**config.mk**
```make
export PLATFORM = sky130hd
export DESIGN_NAME = feistel_block_cipher_unit
export DESIGN_NICKNAME = d
export VERILOG_FILES = /design/src/hdl/fbc_pkg.sv /design/src/hdl/fbc_cell.sv /design/src/hdl/feistel_block_cipher_unit.sv
export SDC_FILE = /design/constraint.sdc
export NUM_CORES = 2
export LEC_CHECK = 0
export BUFFER_PORTS_ARGS = -buffer_cell sky130_fd_sc_hd__buf_2
export CAP_MARGIN = 20
export CORE_MARGIN = 2
export CORE_UTILIZATION = 64
export CTS_CLUSTER_SIZE = 20
export DETAILED_ROUTE_END_ITERATION = 7
export PLACE_DENSITY = 0.86
export REMOVE_ABC_BUFFERS = 1
export SYNTH_ARGS = -nofsm -noshare
export SYNTH_HDL_FRONTEND = slang
export SYNTH_SLANG_ARGS = --single-unit
```
**constraint.sdc**
```tcl
create_clock -name clk -period 4.7 [get_ports clk]
set_clock_uncertainty 0.2 [all_clocks]
set_input_delay 0.705 -clock clk [delete_from_list [all_inputs] [get_ports clk]]
set_output_delay 0.705 -clock clk [all_outputs]
set_load 0.005 [all_outputs]
```
**src/hdl/fbc_pkg.sv**
```systemverilog
// ============================================================================
// fbc_pkg: shared types, constants and functions for the Feistel cipher
// Payload structs, register indexes and the byte-wise round function.
// ============================================================================
package fbc_pkg;

    // Block geometry
    localparam int HALF_BYTES = 4;
    localparam int MAX_ROUNDS = 8;
    localparam int FIELD_W    = 32;
    // Bytes that can reach the 32-bit output fields
    localparam int LANES      = (HALF_BYTES < FIELD_W / 8) ? HALF_BYTES : FIELD_W / 8;
    localparam int DATA_W     = LANES * 8;

    // Key storage: eight key bytes, one per possible round
    localparam int KEY_SLOTS  = 8;
    localparam int KEY_IDX_W  = 3;
    localparam int ADD_W      = 5;   // k mod 17 fits in five bits
    localparam int CNT_W      = 4;

    // Configuration port
    localparam int CFG_IDX_W  = 2;
    localparam int CFG_DATA_W = 64;
    localparam logic [CFG_IDX_W-1:0] REG_ROUND_KEYS  = 2'd0;
    localparam logic [CFG_IDX_W-1:0] REG_ROUND_COUNT = 2'd1;
    localparam logic [CNT_W-1:0]     COUNT_RESET     = 4'd8;

    typedef enum logic
    {
        ACT_ENCRYPT = 1'b0,
        ACT_DECRYPT = 1'b1
    } action_t;

    typedef struct packed
    {
        logic              action;
        logic [FIELD_W-1:0] left_half;
        logic [FIELD_W-1:0] right_half;
    } blk_req_t;

    typedef struct packed
    {
        logic [FIELD_W-1:0] left_out;
        logic [FIELD_W-1:0] right_out;
    } blk_res_t;

    // Data held by one cell of the round chain
    typedef struct packed
    {
        logic              action;
        logic [DATA_W-1:0] l;
        logic [DATA_W-1:0] r;
    } fbc_stage_t;

    // Per-cell round control, derived from configuration
    typedef struct packed
    {
        logic             active;
        logic [ADD_W-1:0] enc_add;
        logic [ADD_W-1:0] dec_add;
    } fbc_ctl_t;

    // k mod 17 via reciprocal multiply (241/4096 ~ 1/17), exact for 8-bit k
    function automatic logic [ADD_W-1:0] key_mod17(input logic [7:0] k);
        logic [15:0] prod;
        logic [7:0]  quot;
        logic [7:0]  rem;
        prod = 16'(k) * 16'd241;
        quot = {4'b0, prod[15:12]};
        rem  = k - 8'(quot * 8'd17);
        return rem[ADD_W-1:0];
    endfunction

    // Add the same value to every byte, no carry between bytes
    function automatic logic [DATA_W-1:0] round_fn(input logic [DATA_W-1:0] h,
                                                   input logic [ADD_W-1:0]  add);
        logic [DATA_W-1:0] res;
        res = '0;
        for (int b = 0; b < LANES; b++)
        begin
            res[8*b +: 8] = h[8*b +: 8] + {3'b0, add};
        end
        return res;
    endfunction

endpackage

```
**src/hdl/fbc_cell.sv**
```systemverilog
// ============================================================================
// fbc_cell: one round cell of the Feistel chain
// Holds one block, applies one encrypt or decrypt round (or passes it on
// when the round is beyond the configured count) and hands it downstream.
// ============================================================================
module fbc_cell
    import fbc_pkg::*;
(
    input  logic       clk,
    input  logic       rst_n,
    input  fbc_ctl_t   ctl,
    input  logic       up_valid,
    output logic       up_ready,
    input  fbc_stage_t up_data,
    output logic       dn_valid,
    input  logic       dn_ready,
    output fbc_stage_t dn_data
);

    logic       valid_reg;
    logic       valid_next;
    fbc_stage_t data_reg;
    fbc_stage_t data_next;
    logic       load;

    // Cell frees up when empty or when its block moves on
    assign up_ready = !valid_reg || dn_ready;
    assign load     = up_valid && up_ready;

    // Round logic
    always_comb
    begin
        data_next = up_data;
        if (ctl.active)
        begin
            if (up_data.action == ACT_DECRYPT)
            begin
                data_next.l = up_data.r ^ round_fn(up_data.l, ctl.dec_add);
                data_next.r = up_data.l;
            end
            else
            begin
                data_next.l = up_data.r;
                data_next.r = up_data.l ^ round_fn(up_data.r, ctl.enc_add);
            end
        end
    end

    // Valid tracking
    always_comb
    begin
        valid_next = valid_reg;
        if (up_ready)
        begin
            valid_next = up_valid;
        end
    end

    always_ff @(posedge clk or negedge rst_n)
    begin
        if (!rst_n)
        begin
            valid_reg <= 1'b0;
        end
        else
        begin
            valid_reg <= valid_next;
        end
    end

    // Payload register, no reset
    always_ff @(posedge clk)
    begin
        if (load)
        begin
            data_reg <= data_next;
        end
    end

    assign dn_valid = valid_reg;
    assign dn_data  = data_reg;

    // A stalled block stays put
    a_hold: assert property (@(posedge clk) disable iff (!rst_n)
        valid_reg && !dn_ready |=> valid_reg && $stable(data_reg))
        else $error("fbc_cell: stalled block lost or changed");

    // An empty cell always takes a request
    a_empty_ready: assert property (@(posedge clk) disable iff (!rst_n)
        !valid_reg |-> up_ready)
        else $error("fbc_cell: empty cell refused a request");

    // A cell beyond the round count forwards the block unchanged
    a_bypass: assert property (@(posedge clk) disable iff (!rst_n)
        load && !ctl.active |=> data_reg == $past(up_data))
        else $error("fbc_cell: inactive cell altered the block");

endmodule

```
**src/hdl/feistel_block_cipher_unit.sv**
```systemverilog
// ============================================================================
// feistel_block_cipher_unit: pipelined Feistel cipher, one cell per round
// Chain of MAX_ROUNDS round cells; rounds beyond the count pass through.
// ============================================================================
// A request passes through the registers of all MAX_ROUNDS cells, in chain order, to the result.
// Throughput: one request per cycle while res_ready is high; each cell holds one block and forwards it.
// The last cell's register drives the result; bubbles let requests enter on stall.
// Reset: all cells empty, round_keys = 0, round_count = 8.
module feistel_block_cipher_unit
    import fbc_pkg::*;
(
    input  logic                  clk,
    input  logic                  rst_n,
    input  logic                  blk_valid,
    output logic                  blk_ready,
    input  blk_req_t              blk,
    output logic                  res_valid,
    input  logic                  res_ready,
    output blk_res_t              res,
    input  logic                  cfg_valid,
    output logic                  cfg_ready,
    input  logic [CFG_IDX_W-1:0]  cfg_index,
    input  logic [CFG_DATA_W-1:0] cfg_data
);

    logic [ADD_W-1:0] key_add_reg [KEY_SLOTS];
    logic [ADD_W-1:0] key_add_next [KEY_SLOTS];
    logic [CNT_W-1:0] count_reg;
    logic [CNT_W-1:0] count_next;
    logic [CNT_W-1:0] n_rounds;

    fbc_ctl_t   ctl [MAX_ROUNDS];
    logic       chain_valid [MAX_ROUNDS+1];
    logic       chain_ready [MAX_ROUNDS+1];
    fbc_stage_t chain_data  [MAX_ROUNDS+1];

    assign cfg_ready = 1'b1;

    // Register writes; keys are stored already reduced mod 17
    always_comb
    begin
        key_add_next = key_add_reg;
        count_next   = count_reg;
        if (cfg_valid)
        begin
            unique case (cfg_index)
                REG_ROUND_KEYS:
                begin
                    for (int i = 0; i < KEY_SLOTS; i++)
                    begin
                        key_add_next[i] = key_mod17(cfg_data[8*i +: 8]);
                    end
                end
                REG_ROUND_COUNT: count_next = cfg_data[CNT_W-1:0];
                default: ;
            endcase
        end
    end

    always_ff @(posedge clk or negedge rst_n)
    begin
        if (!rst_n)
        begin
            for (int i = 0; i < KEY_SLOTS; i++)
            begin
                key_add_reg[i] <= '0;
            end
            count_reg <= COUNT_RESET;
        end
        else
        begin
            key_add_reg <= key_add_next;
            count_reg   <= count_next;
        end
    end

    // Saturate the round count
    assign n_rounds = (count_reg > CNT_W'(MAX_ROUNDS)) ? CNT_W'(MAX_ROUNDS) : count_reg;

    // Input stage: keep only the bytes of the half width
    assign chain_valid[0]       = blk_valid;
    assign blk_ready            = chain_ready[0];
    assign chain_data[0].action = blk.action;
    assign chain_data[0].l      = blk.left_half[DATA_W-1:0];
    assign chain_data[0].r      = blk.right_half[DATA_W-1:0];

    // Round cells
    for (genvar j = 0; j < MAX_ROUNDS; j++)
    begin : g_cell
        logic [CNT_W-1:0] dec_idx;

        assign dec_idx        = n_rounds - CNT_W'(j) - CNT_W'(1);
        assign ctl[j].active  = CNT_W'(j) < n_rounds;
        assign ctl[j].enc_add = key_add_reg[KEY_IDX_W'(j)];
        assign ctl[j].dec_add = key_add_reg[dec_idx[KEY_IDX_W-1:0]];

        fbc_cell u_cell
        (
            .clk      (clk),
            .rst_n    (rst_n),
            .ctl      (ctl[j]),
            .up_valid (chain_valid[j]),
            .up_ready (chain_ready[j]),
            .up_data  (chain_data[j]),
            .dn_valid (chain_valid[j+1]),
            .dn_ready (chain_ready[j+1]),
            .dn_data  (chain_data[j+1])
        );
    end

    // Result from the last cell
    assign chain_ready[MAX_ROUNDS] = res_ready;
    assign res_valid               = chain_valid[MAX_ROUNDS];
    assign res.left_out            = FIELD_W'(chain_data[MAX_ROUNDS].l);
    assign res.right_out           = FIELD_W'(chain_data[MAX_ROUNDS].r);

    // Configured count never exceeds the chain
    a_count_sat: assert property (@(posedge clk) disable iff (!rst_n)
        n_rounds <= CNT_W'(MAX_ROUNDS))
        else $error("feistel_block_cipher_unit: round count not saturated");

    // A round-count write lands on the next cycle
    a_count_write: assert property (@(posedge clk) disable iff (!rst_n)
        cfg_valid && cfg_index == REG_ROUND_COUNT |=> count_reg == $past(cfg_data[CNT_W-1:0]))
        else $error("feistel_block_cipher_unit: round count write lost");

    // Active cells form a prefix of the chain
    a_active_prefix: assert property (@(posedge clk) disable iff (!rst_n)
        !ctl[0].active |-> !ctl[MAX_ROUNDS-1].active)
        else $error("feistel_block_cipher_unit: round enables out of order");

endmodule

```
==> metrics.md <==
| Metric | Value |
|---|---|
| Post-Syn Area | `approximately 0.053 mm2` |
| Failing checks | `setup timing` |
| FFs w/ async S/R, synth | `0.0911` |
| F_max | `195 MHz` |
| Final instance area | `0.0591 mm2` |
| Hold Fails Final Rpt | `0` |
| Worst VDD drop | `0.390 mV` |
| Initial antenna violation count | `3` |
| Fraction of layout cells with a size suffix above 1 | `0.157` |
| Clk pwr share | `0.097` |
| Fill cell count | `5550` |
| CP arrival | `5.42 ns` |
| Sequential power share | `0.246` |
| Crit Path Class | `in -> reg` |
| Syn_area_per_cell | `9.28 um2` |
| Worst EP required | `4.99 ns` |
| RSZ-0062 raised after global routing | `true` |
| Commonest cells post-synth | `nand2_1, ha_1, edfxtp_1` |
| Final antenna-violating net count | `0` |
| Max H-tree Level | `2` |
| Total congestion overflow | `0` |
| Final period utilization | `1.09` |
| Synth top area share | `0.296` |
| Number of global-route vias before repair | `41600` |
| Slowest CP cell | `fa_2` |
| Die area | `0.0846 mm2` |
| Most frequent cell after synthesis | `nand2_1` |
| Area occupied by multi-input gates | `~0.034 mm2` |
| Buffer depth of the longest clock path | `3` |
| Pleak | `25.6 nW` |
| Post-route setup slack | `-0.436 ns` |
| Clock transition at path regs | `roughly 0.06 ns` |
| Number of synthesized flops with an enable pin | `519` |
| Switching share of power | `0.457` |
| Crit. End Element | `flip-flop` |
| Largest register FFs | `519` |
| Endpoints failing setup | `28` |
| Int Pwr | `25.5 mW` |
| Crit-path cells | `buf_8, fa_2, fa_1, fa_1, ha_1, ha_1, nand4_1, o21ai_2, a41o_1, a211oi_2, inv_1, ha_2, inv_2, fa_2, fa_2, a211oi_2, xnor2_1, xnor2_1, o21ai_1` |
| Max-cap violations | `0` |
| Worst path max stage delay | `0.57 ns` |
| Skew-Pair Late Insertion Delay | `0.64 ns` |
| Post-synthesis sequential area ratio | `0.321` |
| Synth area leader | `edfxtp_1` |
| Via count | `43600` |
| Primary FF master, synth | `edfxtp_1` |
| Nets | `6805` |
| Port Buf Inserts | `201` |
| Crit start category | `primary input` |
| # DRC | `0` |
| First-pass GRT wire length | `around 210 mm` |
| Worst Hold Class | `in -> reg` |
| Relative slew slack | `0.298` |
| Combinational Power Share | `0.657` |
| Fin util | `0.723` |
| Ranking of synthesized cells by area | `edfxtp_1, ha_1, fa_1, nand2_1, xnor2_1` |
| Worst Max-Slew Pin Slew | `around 1.1 ns` |
| Row count | `105` |
| Psw | `21.4 mW` |
| Fin crit period | `5.14 ns` |
| Clock sink count | `571` |
| Most used cell, CP | `fa_2` |
| DP Area | `0.0559 mm2` |
| CTS tree | `yes` |
| Post-detailed-route wirelength per cell | `18.5 um` |
| Die Height | `approximately 290 um` |
| 1st-iter DRT viols | `4467` |
| Synth Instances | `5672` |
| Fin. max-slew vios | `0` |
| Ys Warns | `0` |
| Ports | `~200` |
| Floorplan die width | `291 um` |
| Drt total wl | `131 mm` |
| Dpl hpwl | `slightly below 100 mm` |
| Area Growth Syn to Fin | `12.3%` |
| GP Congestion | `0.981` |
| Synth Register Bits | `571` |
| Global Route Usage Sum | `0.301` |
| Crit path max fanout | `4` |
| Drt pass-1 iters | `6` |
| Power Dens Cells | `794 mW/mm2` |
| Area occupied by registers | `~0.017 mm2` |
| Post-synth cell types | `82` |
| Clock root buffer master | `clkbuf_16` |
| TritonCTS Buffers | `slightly below 60` |
| Core Region | `0.0817 mm2` |
| Post-DR vias/cell | `roughly 6.2` |
| Starting Density | `0.644` |
| Status | `finished, violations left` |
| Largest net degree at the start of global routing | `80` |
## metal layers
| metal | wire [um] | vias to the layer above | share of wire | track usage |
|---|---|---|---|---|
| li1 | - | 20800 | - | - |
| met1 | 50000 | 20300 | 0.38 | 0.362 |
| met2 | 63100 | 1984 | 0.48 | 0.519 |
| met3 | 9150 | 491 | 0.070 | 0.0383 |
| met4 | 8880 | 2 | 0.068 | 0.178 |
| met5 | 11 | - | 0.000084 | 0 |
## metrics by stage
step	TNS (ns)	instances	setup WS (ns)	total power, mW	hold WS [ns]
floorplan	-420.56	5345	-2.90	31.6	0.209
global placement	-26.72	6932	-1.07	38.2	0.258
detailed placement	-31.75	6932	-1.21	39.7	0.269
CTS	-3.16	7055	-0.327	45.4	0.0825
global route	-10.81	7073	-0.628	50.7	0.116
finish	-5.28	7074	-0.436	46.9	0.113
## final cells by class
class / instances / share of cell area
inverters: 305 / 0.0196
well taps: 1070 / 0.0226
flip-flops and latches: 571 / 0.286
clock inverters: 23 / 0.00432
multi-input cells: 4469 / 0.575
repair buffers: 550 / 0.0654
clock buffers: 84 / 0.0276
diodes: 2 / 0.0000847
## power by group through the flow
stage	Sequential (mW)	Combinational (mW)	Clock, mW
after CTS	11.4	29.4	4.60
after floorplan	10.9	20.7	0
final	11.5	30.9	4.55
after global placement	11.3	26.9	0
after global routing	11.8	34.1	4.81
after detailed placement	11.5	28.2	0
## critical path: cells and delay by family
| family | cells | cell delay (ns) |
|---|---|---|
| fa+ha+maj | 8 | 3.10 |
| compound gates | 5 | 0.91 |
| xor+xnor | 2 | 0.33 |
| buf+inv | 3 | 0.25 |
| simple gates | 1 | 0.13 |
## placed cells by master (no fill, tap or decap), drive strengths merged, types with 12 or more instances in the layout
master / instances
a211o: 13
a211oi: 78
a21o: 114
a21oi: 341
a22oi: 13
a311oi: 12
a31oi: 56
a32oi: 12
and2: 41
and3: 23
buf: 549
clkbuf: 84
clkinv: 17
dfrtp: 51
edfxtp: 519
fa: 176
ha: 538
inv: 305
mux2: 83
mux2i: 214
nand2: 788
nand2b: 31
nand3: 143
nand4: 43
nor2: 338
nor2b: 62
nor3: 58
o211ai: 68
o21a: 33
o21ai: 463
o21ba: 13
o21bai: 46
o311ai: 28
o31ai: 12
o32ai: 25
or2: 15
or3: 13
xnor2: 269
xor2: 179
## path summary, 6_finish.rpt
| kind | endpoint | cells past startpoint | start | slack, ns |
|---|---|---|---|---|
| max | key_add_reg[4]$_DFFE_PN0P_ | 19 | cfg_data[58] | -0.44 |
| min in group asynchronous | key_add_reg[4]$_DFFE_PN0P_ | 2 | rst_n | 0.40 |
| min reg2reg | g_cell[1].u_cell.dn_valid$_DFFE_PN0P_ | 1 | g_cell[0].u_cell.dn_valid$_DFFE_PN0N_ | 0.30 |
| max in group asynchronous | ctl[74]$_DFFE_PN0P_ | 3 | rst_n | 2.95 |
| max reg2reg | g_cell[4].u_cell.dn_data[39]$_DFFE_PP_ | 13 | count_reg[3]$_DFFE_PN1P_ | 0.11 |
| min | g_cell[0].u_cell.dn_valid$_DFFE_PN0N_ | 2 | blk_valid | 0.11 |
## what timing repair did
item,CTS,global route
setup buffers,16,20
pin swaps,77,98
resized for setup,141,117
endpoints found under the setup margin,35,54
hold buffers,1,0
endpoints found under the hold margin,17,0
## cell families (layout without fill, tap and decap cells)
| group | Yosys count | count (layout) | synth area share |
|---|---|---|---|
| xor gates and xnor gates | 448 | 448 | 0.0745 |
| DFF | 571 | 571 | 0.321 |
| other | 1 | 3 | 0.0000712 |
| and+or+nand+nor | 1593 | 1593 | 0.132 |
| buffers and inverters | 632 | 962 | 0.0514 |
| AOI/OAI and AO/OA | 1416 | 1416 | 0.168 |
| adders and majority gates | 714 | 714 | 0.195 |
| muxes | 297 | 297 | 0.0584 |
Power figures use the tool's default switching activity.
